===== config.mk =====
export PLATFORM = sky130hd
export DESIGN_NAME = eye_sample_gap_dilation_quality_core
export DESIGN_NICKNAME = d
export VERILOG_FILES = /design/src/rtl/esgdq_pkg.sv /design/src/rtl/esgdq_div.sv /design/src/rtl/esgdq_eye.sv /design/src/rtl/esgdq_dp.sv /design/src/rtl/esgdq_ctrl.sv /design/src/rtl/eye_sample_gap_dilation_quality_core.sv
export SDC_FILE = /design/constraint.sdc
export NUM_CORES = 2
export LEC_CHECK = 0
export ABC_CLOCK_PERIOD_IN_PS = 21500
export BUFFER_PORTS_ARGS = -buffer_cell sky130_fd_sc_hd__buf_2
export CORE_ASPECT_RATIO = 0.6
export CORE_MARGIN = 8
export CORE_UTILIZATION = 45
export DETAILED_ROUTE_END_ITERATION = 8
export GPL_ROUTABILITY_DRIVEN = 0
export PLACE_DENSITY_LB_ADDON = 0.05
export SETUP_SLACK_MARGIN = 0.15
export SYNTH_ARGS = -nofsm -noshare
export SYNTH_HDL_FRONTEND = slang
export SYNTH_SLANG_ARGS = --single-unit

===== constraint.sdc =====
create_clock -name clk -period 21.5 [get_ports clk]
set_input_delay 4.3 -clock clk [delete_from_list [all_inputs] [get_ports clk]]
set_output_delay 4.3 -clock clk [all_outputs]
set_load 0.05 [all_outputs]

===== src/rtl/esgdq_pkg.sv =====
// Shared types, codes and constants for the eye sample gap dilation quality core.
// Used by the datapath, controller, top level and bench; depends on nothing.
package esgdq_pkg;

    localparam int COUNT_BITS_DEF  = 20;
    localparam int HEIGHT_BITS_DEF = 16;

    // Field widths of the stream items
    localparam int PUPIL_W = 16;
    localparam int CNT_W   = 20;
    localparam int PCT_W   = 14;
    localparam int MEAN_W  = 27;
    localparam int KIND_W  = 2;
    localparam int IN_DATA_W  = 40;
    localparam int OUT_DATA_W = 168;

    // Scale factors of the rounded quotients
    localparam int PCT_SCALE  = 20000;
    localparam int MEAN_SCALE = 200;

    // Result kinds
    localparam logic [KIND_W-1:0] KIND_SAMPLE = 2'd0;
    localparam logic [KIND_W-1:0] KIND_LEFT   = 2'd1;
    localparam logic [KIND_W-1:0] KIND_RIGHT  = 2'd2;

    // Summary quotient selectors (low bits of the division index)
    localparam logic [1:0] DIV_PCT_BEFORE  = 2'd0;
    localparam logic [1:0] DIV_PCT_AFTER   = 2'd1;
    localparam logic [1:0] DIV_MEAN_BEFORE = 2'd2;
    localparam logic [1:0] DIV_MEAN_AFTER  = 2'd3;

    // Configuration register index
    localparam logic REG_PUPIL_MODE = 1'b0;

    typedef enum logic [1:0] {
        EMIT_NONE,
        EMIT_OLD,
        EMIT_H1,
        EMIT_H0
    } emit_sel_t;

    typedef enum logic [6:0] {
        ST_IDLE      = 7'b0000001,
        ST_EMIT0     = 7'b0000010,
        ST_EMIT1     = 7'b0000100,
        ST_EMIT2     = 7'b0001000,
        ST_DIV_START = 7'b0010000,
        ST_DIV_WAIT  = 7'b0100000,
        ST_SUM_OUT   = 7'b1000000
    } state_t;

    typedef struct packed {
        logic      accept;
        emit_sel_t emit;
        logic      div_start;
        logic      div_store;
        logic [2:0] div_idx;
        logic      sum_load;
        logic      clear;
    } cmd_t;

    typedef struct packed {
        logic emit0_valid;
        logic hist_full;
        logic trial_end;
        logic out_free;
        logic div_done;
    } status_t;

endpackage


===== src/rtl/esgdq_div.sv =====
// Restoring divider, one quotient bit per cycle; a zero divisor gives zero.
// Depends on nothing.
module esgdq_div #(
    parameter int NW = 36,
    parameter int DW = 21
) (
    input  logic          clk,
    input  logic          rst_n,
    input  logic          start,
    input  logic [NW-1:0] num,
    input  logic [DW-1:0] den,
    output logic          done,
    output logic [NW-1:0] quo
);
    localparam int CW = $clog2(NW + 1);

    logic          busy_reg, busy_next;
    logic          done_reg, done_next;
    logic [CW-1:0] cnt_reg, cnt_next;
    logic [NW-1:0] num_reg, num_next;
    logic [NW-1:0] quo_reg, quo_next;
    logic [DW-1:0] rem_reg, rem_next;
    logic [DW-1:0] den_reg, den_next;
    logic          zero_reg, zero_next;
    logic [DW:0]   trial;
    logic          fits;

    assign trial = {rem_reg, num_reg[NW-1]};
    assign fits  = trial >= {1'b0, den_reg};

    // Shift one numerator bit in per cycle
    always_comb
    begin
        busy_next = busy_reg;
        done_next = 1'b0;
        cnt_next  = cnt_reg;
        num_next  = num_reg;
        quo_next  = quo_reg;
        rem_next  = rem_reg;
        den_next  = den_reg;
        zero_next = zero_reg;
        if (start)
        begin
            busy_next = 1'b1;
            cnt_next  = CW'(NW);
            num_next  = num;
            den_next  = den;
            rem_next  = '0;
            quo_next  = '0;
            zero_next = (den == '0);
        end
        else if (busy_reg)
        begin
            num_next = {num_reg[NW-2:0], 1'b0};
            if (fits)
            begin
                rem_next = DW'(trial - {1'b0, den_reg});
            end
            else
            begin
                rem_next = trial[DW-1:0];
            end
            quo_next = {quo_reg[NW-2:0], fits & ~zero_reg};
            cnt_next = cnt_reg - 1'b1;
            if (cnt_reg == CW'(1))
            begin
                busy_next = 1'b0;
                done_next = 1'b1;
            end
        end
    end

    always_ff @(posedge clk or negedge rst_n)
    begin
        if (!rst_n)
        begin
            busy_reg <= 1'b0;
            done_reg <= 1'b0;
            cnt_reg  <= '0;
        end
        else
        begin
            busy_reg <= busy_next;
            done_reg <= done_next;
            cnt_reg  <= cnt_next;
        end
    end

    always_ff @(posedge clk)
    begin
        num_reg  <= num_next;
        quo_reg  <= quo_next;
        rem_reg  <= rem_next;
        den_reg  <= den_next;
        zero_reg <= zero_next;
    end

    assign done = done_reg;
    assign quo  = quo_reg;

endmodule


===== src/rtl/esgdq_eye.sv =====
// Per-eye history, gap widening and trial counters.
// Depends on nothing; instantiated once for each eye by the datapath.
module esgdq_eye #(
    parameter int CB = 20,
    parameter int HB = 16
) (
    input  logic          clk,
    input  logic          rst_n,
    input  logic          mode,
    input  logic          accept,
    input  logic          ok,
    input  logic [HB-1:0] height,
    input  logic [1:0]    fill,
    input  logic          final_en,
    input  logic          final_ok,
    input  logic          clear,
    output logic          hok0,
    output logic          hok1,
    output logic          emit_old,
    output logic [CB-1:0] vb,
    output logic [CB-1:0] va,
    output logic [CB-1:0] ob,
    output logic [CB-1:0] nb
);
    localparam logic [CB-1:0] CMAX = {CB{1'b1}};

    logic          hok0_reg, hok1_reg, emit_old_reg;
    logic [HB-1:0] h0_reg, h1_reg;
    logic [1:0]    pend_reg;
    logic [CB-1:0] vb_reg, va_reg, orun_reg, osec_reg, nrun_reg, nsec_reg;
    logic          fall, widen, cur;

    function automatic logic [CB-1:0] sat_inc(input logic [CB-1:0] v);
        return (v != CMAX) ? v + 1'b1 : v;
    endfunction

    // Widen on an invalid sample; in pupil mode with full history, only on zero or falling height
    assign fall  = (height == '0) || ((h1_reg > h0_reg) && (h0_reg > height));
    assign widen = !ok && (!(mode && fill == 2'd2) || fall);
    assign cur   = ok && (pend_reg == 2'd0);

    always_ff @(posedge clk or negedge rst_n)
    begin
        if (!rst_n)
        begin
            hok0_reg     <= 1'b0;
            hok1_reg     <= 1'b0;
            emit_old_reg <= 1'b0;
            h0_reg       <= '0;
            h1_reg       <= '0;
            pend_reg     <= '0;
            vb_reg       <= '0;
            va_reg       <= '0;
            orun_reg     <= '0;
            osec_reg     <= '0;
            nrun_reg     <= '0;
            nsec_reg     <= '0;
        end
        else if (clear)
        begin
            hok0_reg     <= 1'b0;
            hok1_reg     <= 1'b0;
            emit_old_reg <= 1'b0;
            h0_reg       <= '0;
            h1_reg       <= '0;
            pend_reg     <= '0;
            vb_reg       <= '0;
            va_reg       <= '0;
            orun_reg     <= '0;
            osec_reg     <= '0;
            nrun_reg     <= '0;
            nsec_reg     <= '0;
        end
        else
        begin
            // Take a new sample: count, widen, shift history
            if (accept)
            begin
                if (ok)
                begin
                    vb_reg <= sat_inc(vb_reg);
                end
                else
                begin
                    orun_reg <= sat_inc(orun_reg);
                end
                if (widen)
                begin
                    pend_reg <= 2'd2;
                end
                else if (ok && pend_reg != 2'd0)
                begin
                    pend_reg <= pend_reg - 1'b1;
                end
                if (cur)
                begin
                    osec_reg <= sat_inc(osec_reg);
                    orun_reg <= '0;
                end
                emit_old_reg <= widen ? 1'b0 : hok1_reg;
                hok1_reg     <= widen ? 1'b0 : hok0_reg;
                hok0_reg     <= cur;
                h1_reg       <= h0_reg;
                h0_reg       <= height;
            end
            // Count a corrected sample as it leaves
            if (final_en)
            begin
                if (final_ok)
                begin
                    va_reg   <= sat_inc(va_reg);
                    nsec_reg <= sat_inc(nsec_reg);
                    nrun_reg <= '0;
                end
                else
                begin
                    nrun_reg <= sat_inc(nrun_reg);
                end
            end
        end
    end

    assign hok0     = hok0_reg;
    assign hok1     = hok1_reg;
    assign emit_old = emit_old_reg;
    assign vb       = vb_reg;
    assign va       = va_reg;
    assign ob       = (orun_reg != '0) ? sat_inc(osec_reg) : osec_reg;
    assign nb       = (nrun_reg != '0) ? sat_inc(nsec_reg) : nsec_reg;

endmodule


===== src/rtl/esgdq_dp.sv =====
// Datapath: both eyes, sample counter, summary divider and output register.
// Depends on esgdq_pkg, esgdq_eye and esgdq_div.
module esgdq_dp
    import esgdq_pkg::*;
#(
    parameter int COUNT_BITS  = COUNT_BITS_DEF,
    parameter int HEIGHT_BITS = HEIGHT_BITS_DEF
) (
    input  logic                  clk,
    input  logic                  rst_n,
    input  logic                  mode,
    input  cmd_t                  cmd,
    output status_t               st,
    input  logic [IN_DATA_W-1:0]  s_tdata,
    input  logic                  s_tlast,
    output logic                  m_tvalid,
    input  logic                  m_tready,
    output logic [OUT_DATA_W-1:0] m_tdata,
    output logic [KIND_W-1:0]     m_tuser,
    output logic                  m_tlast
);
    localparam int CB = COUNT_BITS;
    localparam int HB = HEIGHT_BITS;
    localparam int NW = CB + 16;
    localparam int DW = CB + 1;
    localparam logic [CB-1:0] CMAX = {CB{1'b1}};

    logic [1:0]    fill_reg;
    logic [CB-1:0] total_reg;
    logic          end_reg, emit0_valid_reg;
    logic [HB-1:0] lh, rh;
    logic [31:0]   lh_wide, rh_wide;

    logic          l_hok0, l_hok1, l_old, r_hok0, r_hok1, r_old;
    logic [CB-1:0] l_vb, l_va, l_ob, l_nb, r_vb, r_va, r_ob, r_nb;
    logic          final_en, fl_ok, fr_ok;

    logic [CB-1:0] e_vb, e_va, e_ob, e_nb, e_eb, e_ea;
    logic [NW-1:0] div_num, div_quo;
    logic [DW-1:0] div_den;
    logic          div_done;
    logic [63:0]   quo_wide;

    logic [PCT_W-1:0]  qb_reg, qa_reg;
    logic [MEAN_W-1:0] mb_reg, ma_reg;

    logic                  out_valid_reg;
    logic [KIND_W-1:0]     kind_reg;
    logic                  lok_reg, rok_reg, last_reg;
    logic [CNT_W-1:0]      tot_o_reg, vb_o_reg, va_o_reg, err_o_reg;
    logic [PCT_W-1:0]      qb_o_reg, qa_o_reg;
    logic [MEAN_W-1:0]     mb_o_reg, ma_o_reg;
    logic                  out_free, load;

    function automatic logic [CNT_W-1:0] to_cnt(input logic [CB-1:0] v);
        logic [63:0] w;
        w = 64'(v);
        return w[CNT_W-1:0];
    endfunction

    // Pupil heights at the internal width
    assign lh_wide = 32'(s_tdata[16:1]);
    assign rh_wide = 32'(s_tdata[33:18]);
    assign lh      = lh_wide[HB-1:0];
    assign rh      = rh_wide[HB-1:0];

    // Corrected flags of the sample leaving now
    always_comb
    begin
        final_en = 1'b1;
        fl_ok    = 1'b0;
        fr_ok    = 1'b0;
        case (cmd.emit)
            EMIT_OLD:
            begin
                fl_ok = l_old;
                fr_ok = r_old;
            end
            EMIT_H1:
            begin
                fl_ok = l_hok1;
                fr_ok = r_hok1;
            end
            EMIT_H0:
            begin
                fl_ok = l_hok0;
                fr_ok = r_hok0;
            end
            default:
            begin
                final_en = 1'b0;
            end
        endcase
    end

    esgdq_eye #(.CB(CB), .HB(HB)) u_left (
        .clk      (clk),
        .rst_n    (rst_n),
        .mode     (mode),
        .accept   (cmd.accept),
        .ok       (s_tdata[0]),
        .height   (lh),
        .fill     (fill_reg),
        .final_en (final_en),
        .final_ok (fl_ok),
        .clear    (cmd.clear),
        .hok0     (l_hok0),
        .hok1     (l_hok1),
        .emit_old (l_old),
        .vb       (l_vb),
        .va       (l_va),
        .ob       (l_ob),
        .nb       (l_nb)
    );

    esgdq_eye #(.CB(CB), .HB(HB)) u_right (
        .clk      (clk),
        .rst_n    (rst_n),
        .mode     (mode),
        .accept   (cmd.accept),
        .ok       (s_tdata[17]),
        .height   (rh),
        .fill     (fill_reg),
        .final_en (final_en),
        .final_ok (fr_ok),
        .clear    (cmd.clear),
        .hok0     (r_hok0),
        .hok1     (r_hok1),
        .emit_old (r_old),
        .vb       (r_vb),
        .va       (r_va),
        .ob       (r_ob),
        .nb       (r_nb)
    );

    // Trial-level control state
    always_ff @(posedge clk or negedge rst_n)
    begin
        if (!rst_n)
        begin
            fill_reg        <= '0;
            total_reg       <= '0;
            end_reg         <= 1'b0;
            emit0_valid_reg <= 1'b0;
        end
        else if (cmd.clear)
        begin
            fill_reg        <= '0;
            total_reg       <= '0;
            end_reg         <= 1'b0;
            emit0_valid_reg <= 1'b0;
        end
        else if (cmd.accept)
        begin
            if (fill_reg != 2'd2)
            begin
                fill_reg <= fill_reg + 1'b1;
            end
            if (total_reg != CMAX)
            begin
                total_reg <= total_reg + 1'b1;
            end
            end_reg         <= s_tlast;
            emit0_valid_reg <= (fill_reg == 2'd2);
        end
    end

    // Select the eye and operands of the current summary division
    assign e_vb = cmd.div_idx[2] ? r_vb : l_vb;
    assign e_va = cmd.div_idx[2] ? r_va : l_va;
    assign e_ob = cmd.div_idx[2] ? r_ob : l_ob;
    assign e_nb = cmd.div_idx[2] ? r_nb : l_nb;
    assign e_eb = (total_reg >= e_vb) ? total_reg - e_vb : '0;
    assign e_ea = (total_reg >= e_va) ? total_reg - e_va : '0;

    always_comb
    begin
        case (cmd.div_idx[1:0])
            DIV_PCT_BEFORE:
            begin
                div_num = NW'(e_vb) * NW'(PCT_SCALE) + NW'(total_reg);
                div_den = {total_reg, 1'b0};
            end
            DIV_PCT_AFTER:
            begin
                div_num = NW'(e_va) * NW'(PCT_SCALE) + NW'(total_reg);
                div_den = {total_reg, 1'b0};
            end
            DIV_MEAN_BEFORE:
            begin
                div_num = NW'(e_eb) * NW'(MEAN_SCALE) + NW'(e_ob);
                div_den = {e_ob, 1'b0};
            end
            default:
            begin
                div_num = NW'(e_ea) * NW'(MEAN_SCALE) + NW'(e_nb);
                div_den = {e_nb, 1'b0};
            end
        endcase
    end

    esgdq_div #(.NW(NW), .DW(DW)) u_div (
        .clk   (clk),
        .rst_n (rst_n),
        .start (cmd.div_start),
        .num   (div_num),
        .den   (div_den),
        .done  (div_done),
        .quo   (div_quo)
    );

    assign quo_wide = 64'(div_quo);

    // Hold the four quotients of one summary
    always_ff @(posedge clk)
    begin
        if (cmd.div_store)
        begin
            case (cmd.div_idx[1:0])
                DIV_PCT_BEFORE:  qb_reg <= quo_wide[PCT_W-1:0];
                DIV_PCT_AFTER:   qa_reg <= quo_wide[PCT_W-1:0];
                DIV_MEAN_BEFORE: mb_reg <= quo_wide[MEAN_W-1:0];
                default:         ma_reg <= quo_wide[MEAN_W-1:0];
            endcase
        end
    end

    // Output register
    assign out_free = !out_valid_reg || m_tready;
    assign load     = final_en || cmd.sum_load;

    always_ff @(posedge clk or negedge rst_n)
    begin
        if (!rst_n)
        begin
            out_valid_reg <= 1'b0;
        end
        else if (load)
        begin
            out_valid_reg <= 1'b1;
        end
        else if (m_tready)
        begin
            out_valid_reg <= 1'b0;
        end
    end

    always_ff @(posedge clk)
    begin
        if (final_en)
        begin
            kind_reg  <= KIND_SAMPLE;
            lok_reg   <= fl_ok;
            rok_reg   <= fr_ok;
            tot_o_reg <= '0;
            vb_o_reg  <= '0;
            va_o_reg  <= '0;
            err_o_reg <= '0;
            qb_o_reg  <= '0;
            qa_o_reg  <= '0;
            mb_o_reg  <= '0;
            ma_o_reg  <= '0;
            last_reg  <= 1'b0;
        end
        else if (cmd.sum_load)
        begin
            kind_reg  <= cmd.div_idx[2] ? KIND_RIGHT : KIND_LEFT;
            lok_reg   <= 1'b0;
            rok_reg   <= 1'b0;
            tot_o_reg <= to_cnt(total_reg);
            vb_o_reg  <= to_cnt(e_vb);
            va_o_reg  <= to_cnt(e_va);
            err_o_reg <= to_cnt(e_eb);
            qb_o_reg  <= qb_reg;
            qa_o_reg  <= qa_reg;
            mb_o_reg  <= mb_reg;
            ma_o_reg  <= ma_reg;
            last_reg  <= cmd.div_idx[2];
        end
    end

    assign m_tvalid = out_valid_reg;
    assign m_tuser  = kind_reg;
    assign m_tlast  = last_reg;
    assign m_tdata  = {4'd0, ma_o_reg, mb_o_reg, qa_o_reg, qb_o_reg, err_o_reg,
                       va_o_reg, vb_o_reg, tot_o_reg, rok_reg, lok_reg};

    assign st.emit0_valid = emit0_valid_reg;
    assign st.hist_full   = (fill_reg == 2'd2);
    assign st.trial_end   = end_reg;
    assign st.out_free    = out_free;
    assign st.div_done    = div_done;

endmodule


===== src/rtl/esgdq_ctrl.sv =====
// Controller: sequences sample intake, corrected sample output and trial summaries.
// Depends on esgdq_pkg.
module esgdq_ctrl
    import esgdq_pkg::*;
(
    input  logic    clk,
    input  logic    rst_n,
    input  logic    s_tvalid,
    output logic    s_tready,
    input  status_t st,
    output cmd_t    cmd
);
    state_t     state_reg, state_next;
    logic [2:0] idx_reg, idx_next;

    always_comb
    begin
        state_next    = state_reg;
        idx_next      = idx_reg;
        cmd           = '0;
        cmd.emit      = EMIT_NONE;
        cmd.div_idx   = idx_reg;
        s_tready      = 1'b0;
        case (state_reg)
            ST_IDLE:
            begin
                s_tready = 1'b1;
                if (s_tvalid)
                begin
                    cmd.accept = 1'b1;
                    state_next = ST_EMIT0;
                end
            end
            // Emit the sample that just became final
            ST_EMIT0:
            begin
                if (!st.emit0_valid)
                begin
                    state_next = st.trial_end ? ST_EMIT1 : ST_IDLE;
                end
                else if (st.out_free)
                begin
                    cmd.emit   = EMIT_OLD;
                    state_next = st.trial_end ? ST_EMIT1 : ST_IDLE;
                end
            end
            // Flush the held samples at trial end
            ST_EMIT1:
            begin
                if (!st.hist_full)
                begin
                    state_next = ST_EMIT2;
                end
                else if (st.out_free)
                begin
                    cmd.emit   = EMIT_H1;
                    state_next = ST_EMIT2;
                end
            end
            ST_EMIT2:
            begin
                if (st.out_free)
                begin
                    cmd.emit   = EMIT_H0;
                    idx_next   = 3'd0;
                    state_next = ST_DIV_START;
                end
            end
            ST_DIV_START:
            begin
                cmd.div_start = 1'b1;
                state_next    = ST_DIV_WAIT;
            end
            ST_DIV_WAIT:
            begin
                if (st.div_done)
                begin
                    cmd.div_store = 1'b1;
                    if (idx_reg[1:0] == DIV_MEAN_AFTER)
                    begin
                        state_next = ST_SUM_OUT;
                    end
                    else
                    begin
                        idx_next   = idx_reg + 1'b1;
                        state_next = ST_DIV_START;
                    end
                end
            end
            // Left summary, then right summary and trial clear
            ST_SUM_OUT:
            begin
                if (st.out_free)
                begin
                    cmd.sum_load = 1'b1;
                    if (!idx_reg[2])
                    begin
                        idx_next   = 3'd4;
                        state_next = ST_DIV_START;
                    end
                    else
                    begin
                        cmd.clear  = 1'b1;
                        state_next = ST_IDLE;
                    end
                end
            end
            default:
            begin
                state_next = ST_IDLE;
            end
        endcase
    end

    always_ff @(posedge clk or negedge rst_n)
    begin
        if (!rst_n)
        begin
            state_reg <= ST_IDLE;
            idx_reg   <= '0;
        end
        else
        begin
            state_reg <= state_next;
            idx_reg   <= idx_next;
        end
    end

`ifndef SYNTH
    a_accept_emits: assert property (@(posedge clk) disable iff (!rst_n)
        cmd.accept |=> state_reg == ST_EMIT0)
        else $error("accepted item not followed by emit state");
    a_div_waits: assert property (@(posedge clk) disable iff (!rst_n)
        cmd.div_start |=> state_reg == ST_DIV_WAIT && !cmd.div_start)
        else $error("division start not followed by wait");
    a_clear_right: assert property (@(posedge clk) disable iff (!rst_n)
        cmd.clear |-> cmd.sum_load && idx_reg[2])
        else $error("trial clear outside right summary");
    a_store_done: assert property (@(posedge clk) disable iff (!rst_n)
        cmd.div_store |-> st.div_done && state_reg == ST_DIV_WAIT)
        else $error("quotient stored without finished division");
`endif

endmodule


===== src/rtl/eye_sample_gap_dilation_quality_core.sv =====
// Eye sample gap dilation quality core: widens per-eye gaps, emits corrected samples and
// per-trial summaries with divided quality figures. Top level; depends on esgdq_pkg,
// esgdq_ctrl and esgdq_dp.
//
// Each sample is accepted in ST_IDLE; ST_EMIT0 then emits, once the output is free, the
// corrected sample that became final two samples back. A sample marked trial end also
// flushes the two held samples and then runs eight divisions for the two summaries on one
// shared bit-serial divider. No new sample is taken until the right summary has been
// loaded and the trial cleared.
// The pupil_mode register sits at byte address 0 and applies from the next sample on.
module eye_sample_gap_dilation_quality_core
    import esgdq_pkg::*;
#(
    parameter int COUNT_BITS  = COUNT_BITS_DEF,
    parameter int HEIGHT_BITS = HEIGHT_BITS_DEF
) (
    input  logic                  clk,
    input  logic                  rst_n,
    // left_ok, left_pupil[15:0], right_ok, right_pupil[15:0], zero pad
    input  logic [IN_DATA_W-1:0]  s_tdata,
    input  logic                  s_tvalid,
    output logic                  s_tready,
    input  logic                  s_tlast,
    // left_ok_fixed, right_ok_fixed, sample_total, valid_before, valid_after,
    // error_samples, quality_before, quality_after, mean_gap_before, mean_gap_after, pad
    output logic [OUT_DATA_W-1:0] m_tdata,
    // result_kind
    output logic [KIND_W-1:0]     m_tuser,
    output logic                  m_tvalid,
    input  logic                  m_tready,
    output logic                  m_tlast,
    input  logic                  psel,
    input  logic                  penable,
    input  logic                  pwrite,
    input  logic [2:0]            paddr,
    input  logic [31:0]           pwdata,
    output logic [31:0]           prdata,
    output logic                  pready
);
    cmd_t    cmd;
    status_t st;
    logic    mode_reg;

    // Configuration register
    always_ff @(posedge clk or negedge rst_n)
    begin
        if (!rst_n)
        begin
            mode_reg <= 1'b0;
        end
        else if (psel && penable && pwrite && paddr[2] == REG_PUPIL_MODE)
        begin
            mode_reg <= pwdata[0];
        end
    end

    assign pready = 1'b1;
    assign prdata = (paddr[2] == REG_PUPIL_MODE) ? {31'd0, mode_reg} : 32'd0;

    esgdq_ctrl u_ctrl (
        .clk      (clk),
        .rst_n    (rst_n),
        .s_tvalid (s_tvalid),
        .s_tready (s_tready),
        .st       (st),
        .cmd      (cmd)
    );

    esgdq_dp #(
        .COUNT_BITS  (COUNT_BITS),
        .HEIGHT_BITS (HEIGHT_BITS)
    ) u_dp (
        .clk      (clk),
        .rst_n    (rst_n),
        .mode     (mode_reg),
        .cmd      (cmd),
        .st       (st),
        .s_tdata  (s_tdata),
        .s_tlast  (s_tlast),
        .m_tvalid (m_tvalid),
        .m_tready (m_tready),
        .m_tdata  (m_tdata),
        .m_tuser  (m_tuser),
        .m_tlast  (m_tlast)
    );

endmodule


==> Word-level counts from Yosys, hierarchy flattened <==
Cells that the tools add are included.
{ "word_totals": {"reg_bits": 713, "word_cells": 378, "inputBits": 83, "output_inout_bits": 206} }
{ "op_classes": {"n_lt_le_gt_ge": 7, "multipliers": 4, "add_sub_neg": 25, "n_eq_ne": 39, "n_bitwise": 4, "mux": 158, "n_reduce_logical": 84} }
{ "ops": {"columns": ["operator", "count"], "rows": [
  ["20-bit two-way mux", 63],
  ["20-bit by 1-bit adder with 20-bit output, second input constant", 13],
  ["20-bit inequality test, second input constant", 13],
  ["16-bit two-way mux", 8],
  ["36-bit case mux with 3 select lines", 1],
  ["20-bit nonzero test", 4],
  ["35-bit by 20-bit adder with 36-bit output", 2],
  ["36-bit two-way mux", 2],
  ["16-bit > comparator", 4],
  ["7-bit two-way mux", 9],
  ["20-bit by 10-bit multiplier with 30-bit output, second input constant", 2],
  ["28-bit by 20-bit adder with 29-bit output", 2],
  ["20-bit by 5-bit multiplier with 25-bit output, second input constant", 2],
  ["7-bit case mux with 7 select lines", 1],
  ["21-bit case mux with 2 select lines", 1],
  ["1-bit two-way mux", 41],
  ["20-bit >= comparator", 2],
  ["20-bit subtractor", 2],
  ["2-bit two-way mux", 19],
  ["2-bit nonzero test", 19],
  ["16-bit logical NOT", 2],
  ["2-bit AND reduction", 14],
  ["22-bit by 21-bit >= comparator with 1-bit output", 1],
  ["21-bit logical NOT", 1],
  ["39 further kinds", 93]
]} }

==> Logic depth before layout (Yosys ltp) <==
{ "depth": {"ltp_word": 10, "depth_mapped": 44, "depth_no_buf": 38} }

==> By module <==
Synthesis repeated with hierarchy kept, for this count alone.
{ "hier_totals": {"cells_unflattened": 5915, "area_unflattened_um2": 53797.8} }
{ "by_module_without_submodules": {"columns": ["mod", "cells_each", "seq_area_each_um2", "area_each_um2", "instances"], "rows": [
  ["esgdq_dp", 3111, 6431.2, 27430.1, 1],
  ["esgdq_eye (u_dp.u_right)", 1075, 3928.8, 9676.8, 1],
  ["esgdq_eye (u_dp.u_left)", 1084, 3928.8, 9646.8, 1],
  ["esgdq_div", 522, 3083.0, 5969.5, 1],
  ["esgdq_ctrl", 85, 251.5, 773.2, 1],
  ["eye_sample_gap_dilation_quality_core", 38, 25.0, 301.5, 1]
]} }

==> Worst setup path before layout <==
OpenSTA, ideal clock, no wires.
{ "synth_path": {"path_type": "input port to output port", "from": "in paddr[2]", "to": "out prdata[0]", "path_stages": 1, "required_ns": 17.200, "setup_slack_ns": 12.211, "arrival_ns": 4.989, "path_buffers": 0, "cell_sequence": "nor2b_1"} }
{ "synth_between": {"elab_chain_cells": 1} }
{ "synth_rtl": {"columns": ["item", "line_no", "source"], "rows": [
  ["start, declared", "eye_sample_gap_dilation_quality_core.sv:35", "input logic [2:0] paddr,"],
  ["1-bit two-way mux", "eye_sample_gap_dilation_quality_core.sv:58", "assign prdata = (paddr[2] == REG_PUPIL_MODE) ? {31'd0, mode_reg} : 32'd0;"],
  ["end, declared", "eye_sample_gap_dilation_quality_core.sv:37", "output logic [31:0] prdata,"]
]} }
Every way passes these cells.

==> Worst setup path in the final report <==
{ "layout_path": {"from": "reg u_ctrl.idx_reg[2]", "to": "reg u_dp.u_div.num_reg[25] (data pin)"} }
{ "layout_between": {"elab_chain_cells": 7, "word_cells_on_any_way": 20, "classes_between": "add/sub: 6; mul: 4; order compare: 2; mux: 8"} }
{ "layout_rtl": {"columns": ["item", "line_no", "source"], "rows": [
  ["start, declared", "esgdq_ctrl.sv:14", "logic [2:0] idx_reg, idx_next;"],
  ["start signal, assigned", "esgdq_ctrl.sv:125", "idx_reg <= idx_next;"],
  ["20-bit two-way mux *", "esgdq_dp.sv:170", "assign e_va = cmd.div_idx[2] ? r_va : l_va;"],
  ["net u_dp.e_va[0]", "esgdq_dp.sv:38", "logic [CB-1:0] e_vb, e_va, e_ob, e_nb, e_eb, e_ea;"],
  ["20-bit subtractor or 20-bit >= comparator (tied branches)", "esgdq_dp.sv:174", "assign e_ea = (total_reg >= e_va) ? total_reg - e_va : '0;"],
  ["20-bit two-way mux", "esgdq_dp.sv:174", null],
  ["20-bit by 5-bit multiplier with 25-bit output", "esgdq_dp.sv:196", "div_num = NW'(e_ea) * NW'(MEAN_SCALE) + NW'(e_nb);"],
  ["28-bit by 20-bit adder with 29-bit output", "esgdq_dp.sv:196", null],
  ["36-bit case mux with 3 select lines *", "esgdq_dp.sv:178", "case (cmd.div_idx[1:0])"],
  ["36-bit two-way mux *", "esgdq_div.sv:42", "if (start)"],
  ["net u_dp.u_div.num_next[25]", "esgdq_div.sv:20", "logic [NW-1:0] num_reg, num_next;"],
  ["end signal, assigned", "esgdq_div.sv:91", "num_reg <= num_next;"],
  ["end, declared", "esgdq_div.sv:20", null]
]} }
The timed path passes the listed nets; every way through them passes the cells marked *.
A chain may end at the register's enable or synchronous reset.

==> flow_summary.toml <==
[synth]
avgSynthCellArea_sq_um = 8.72
ys_async_sr_fraction_pct = 50.4
yosysTopAreaCell = "dfrtp_1"
synth_area_sq_um = 51500
yosysWarnings = 0
synthMostInstantiatedCell = "inv_1"
synthDistinctLibCells = 110
synth_seq_cells = 711
synth_flop_cell = "dfrtp_1"
synth_commonest_cells = "592 x inv_1, 588 x nand2_1, 492 x ha_1"
synth-edff-count = 141
ys_seq_area_share_pct = 33.9
synthTopCellsByArea = "dfrtp_1 17%, ha_1 12%, dfxtp_1 8.2%"
synth_cells = 5903
synth_top_area_share_pct = 17.4

[job]
maxCapViolCount = 0

[global_routing]
grt_overflow = 0
antenna_found_initial = 8
grt_pass1_wl_um = 245000
grt.total_usage_pct = 24.6
first_global_vias = 39100
grt_max_degree = 109

[detailed_routing]
drc = 0
detail-route-antenna-nets = 0
drt_iter0_markers = 4091
post_drt_wl_per_cell_um = 20.8
drt_pre_antenna_iters = 6
wl_um = 159000
via_per_inst = 5.59
vias = 42600

[sta]
min_period_over_period_pct = 48.4
max-slew-margin-rel_pct = 21.7
fin_skew_ns = 0.0600
hold_violations = 0
fin_crit_ns = 10.41
setup_tns_ns = 0
setup_viol = 0
final_max_slew_viol_count = 0
fmaxAchievable_ghz = 0.0961
rsz0062_at_grt = "false"
worst_pin_slew_ns = 1.17

[worst_hold_path]
min_path_type = "reg -> reg"
hp-start = "u_dp.qb_reg[3]"

[placement]
dp_hpwl_um = 119000
portBuffers = 213

[worst_setup_path]
crit_slowest_cell = "dfrtp_4"
crit_start = "u_ctrl.idx_reg[2]"
startpoint_type = "register"
r2r_slack_ns = 11.09
cp_slowest_stage_delay_ns = 0.98
crit_buf_inv = 4
timing.rr.start = "u_ctrl.idx_reg[2]"
path_class = "reg -> reg"
critical-path-top-delay-family = "compound AO/OA/AOI/OAI gates"
crit_top_cell = "ha_1"
endpoint_kind = "register"
worstPathRequired_ns = 22.04
cp_max_fo = 42
cp.arrival_ns = 10.95

[floorplanning]
initial_core_util_pct = 45.2
die_w_um = 453
ioPinCount = 289
core_area_sq_um = 114000
fp.dieH_um = 278
dieArea_sq_um = 126000
rows = 96

[clock_network]
clockBufferDepth = 3
cts_made_buffers = 74
cts_tree = "yes"
cts_hold_buf = 0
insertion_delay_ns = 0.73
post_cts_buffers = 0
post_cts_resize_count = 0
ctsRootBufferMaster = "clkbuf_16"
path_clk_slew_ns = 0.07
h-tree-depth = 3
cts_sinks = 711

[run_status]
status = "complete, no violations"

[layout]
synthToLayoutAreaGrowth_pct = 10.0
drive_gt1_share_pct = 8.66
largest_register_ffs = 36
nets = 6741
## cells in the final DEF (no fill, tap or decap), types with 47 or more instances in the layout
master,n
buf_4,77
inv_1,592
o21ai_0,357
nand4_1,90
xor2_1,179
xnor2_1,174
o21a_1,51
clkbuf_16,78
nand3_1,346
a21oi_1,297
o31ai_1,48
nor3_1,84
edfxtp_1,141
and2_1,55
or3_1,47
buf_2,212
dfxtp_1,212
nand2b_1,54
dfrtp_1,355
ha_1,490
fa_1,130
mux2i_1,122
nand2_1,586
nor2_1,462
a21o_1,85
and3_1,75
## worst paths after layout
path | end | depth (start not counted)
worst min register to register | u_dp.qb_o_reg[3] | 2
max in group asynchronous | u_dp.u_div.busy_reg | 4
min in group asynchronous | u_dp.u_right.h0_reg[10] | 1
worst max-delay path | u_dp.u_div.num_reg[25] | 37
worst max register to register | u_dp.u_div.num_reg[25] | 37
worst min-delay path | u_dp.qb_o_reg[3] | 2
## worst register-to-register path, delay by kind of cell, from the launching register on
kind            cells  cell delay, ns
compound gates     17            3.71
mux                 1            0.69
buf+inv             4            0.61
fa+ha+maj           7            2.40
flops               1            0.98
xor+xnor            2            0.33
simple gates        6            1.53
## layout make-up
cell class / count / area, sq um
fill: 10900 / 57200
multi-input combinational: 4364 / 30800
sequential: 711 / 17400
clock buffer: 112 / 2250
inverter: 595 / 2230
tap: 1519 / 1900
timing repair buffer: 290 / 1650
clock inverter: 23 / 333
antenna: 3 / 7.51
## per-layer routing
| layer | wire length [um] | vias up | global-route usage (%) |
|---|---|---|---|
| li1 | - | 20800 | - |
| met1 | 84500 | 20500 | 41.2 |
| met2 | 60900 | 1164 | 32.8 |
| met3 | 11600 | 110 | 4.52 |
| met4 | 1690 | 0 | 3.09 |
| met5 | 0 | - | 0 |
## through the flow
step / instance area, sq um / worst slack (ns) / hold slack, ns / utilization (%) / std cells
floorplan: 51600 / 12.21 / 0.408 / - / 5937
global placement: 54100 / 11.28 / 0.413 / 47.5 / 7479
detailed placement: 54100 / 11.31 / 0.414 / 47.5 / 7479
CTS: 56700 / 11.26 / 0.433 / 49.8 / 7614
global route: 56700 / 10.40 / 0.449 / 49.8 / 7615
finish: 56700 / 11.09 / 0.430 / 49.8 / 7617
## logic make-up (layout without fill, tap and decap cells)
kind of cell | count (synthesis) | count (layout) | synth area share [%]
mux | 145 | 145 | 2.85
compound gates | 1215 | 1215 | 15.0
fa+ha+maj | 622 | 622 | 17.0
flops | 711 | 711 | 33.9
simple gates | 1993 | 1993 | 18.6
buf+inv | 862 | 1020 | 6.67
xor+xnor | 353 | 353 | 6.00
other cells | 2 | 39 | 0.0146
Power is left out: the tool's default activity adds up to more than one toggle a clock period on the data nets, which glitch-free logic cannot reach.
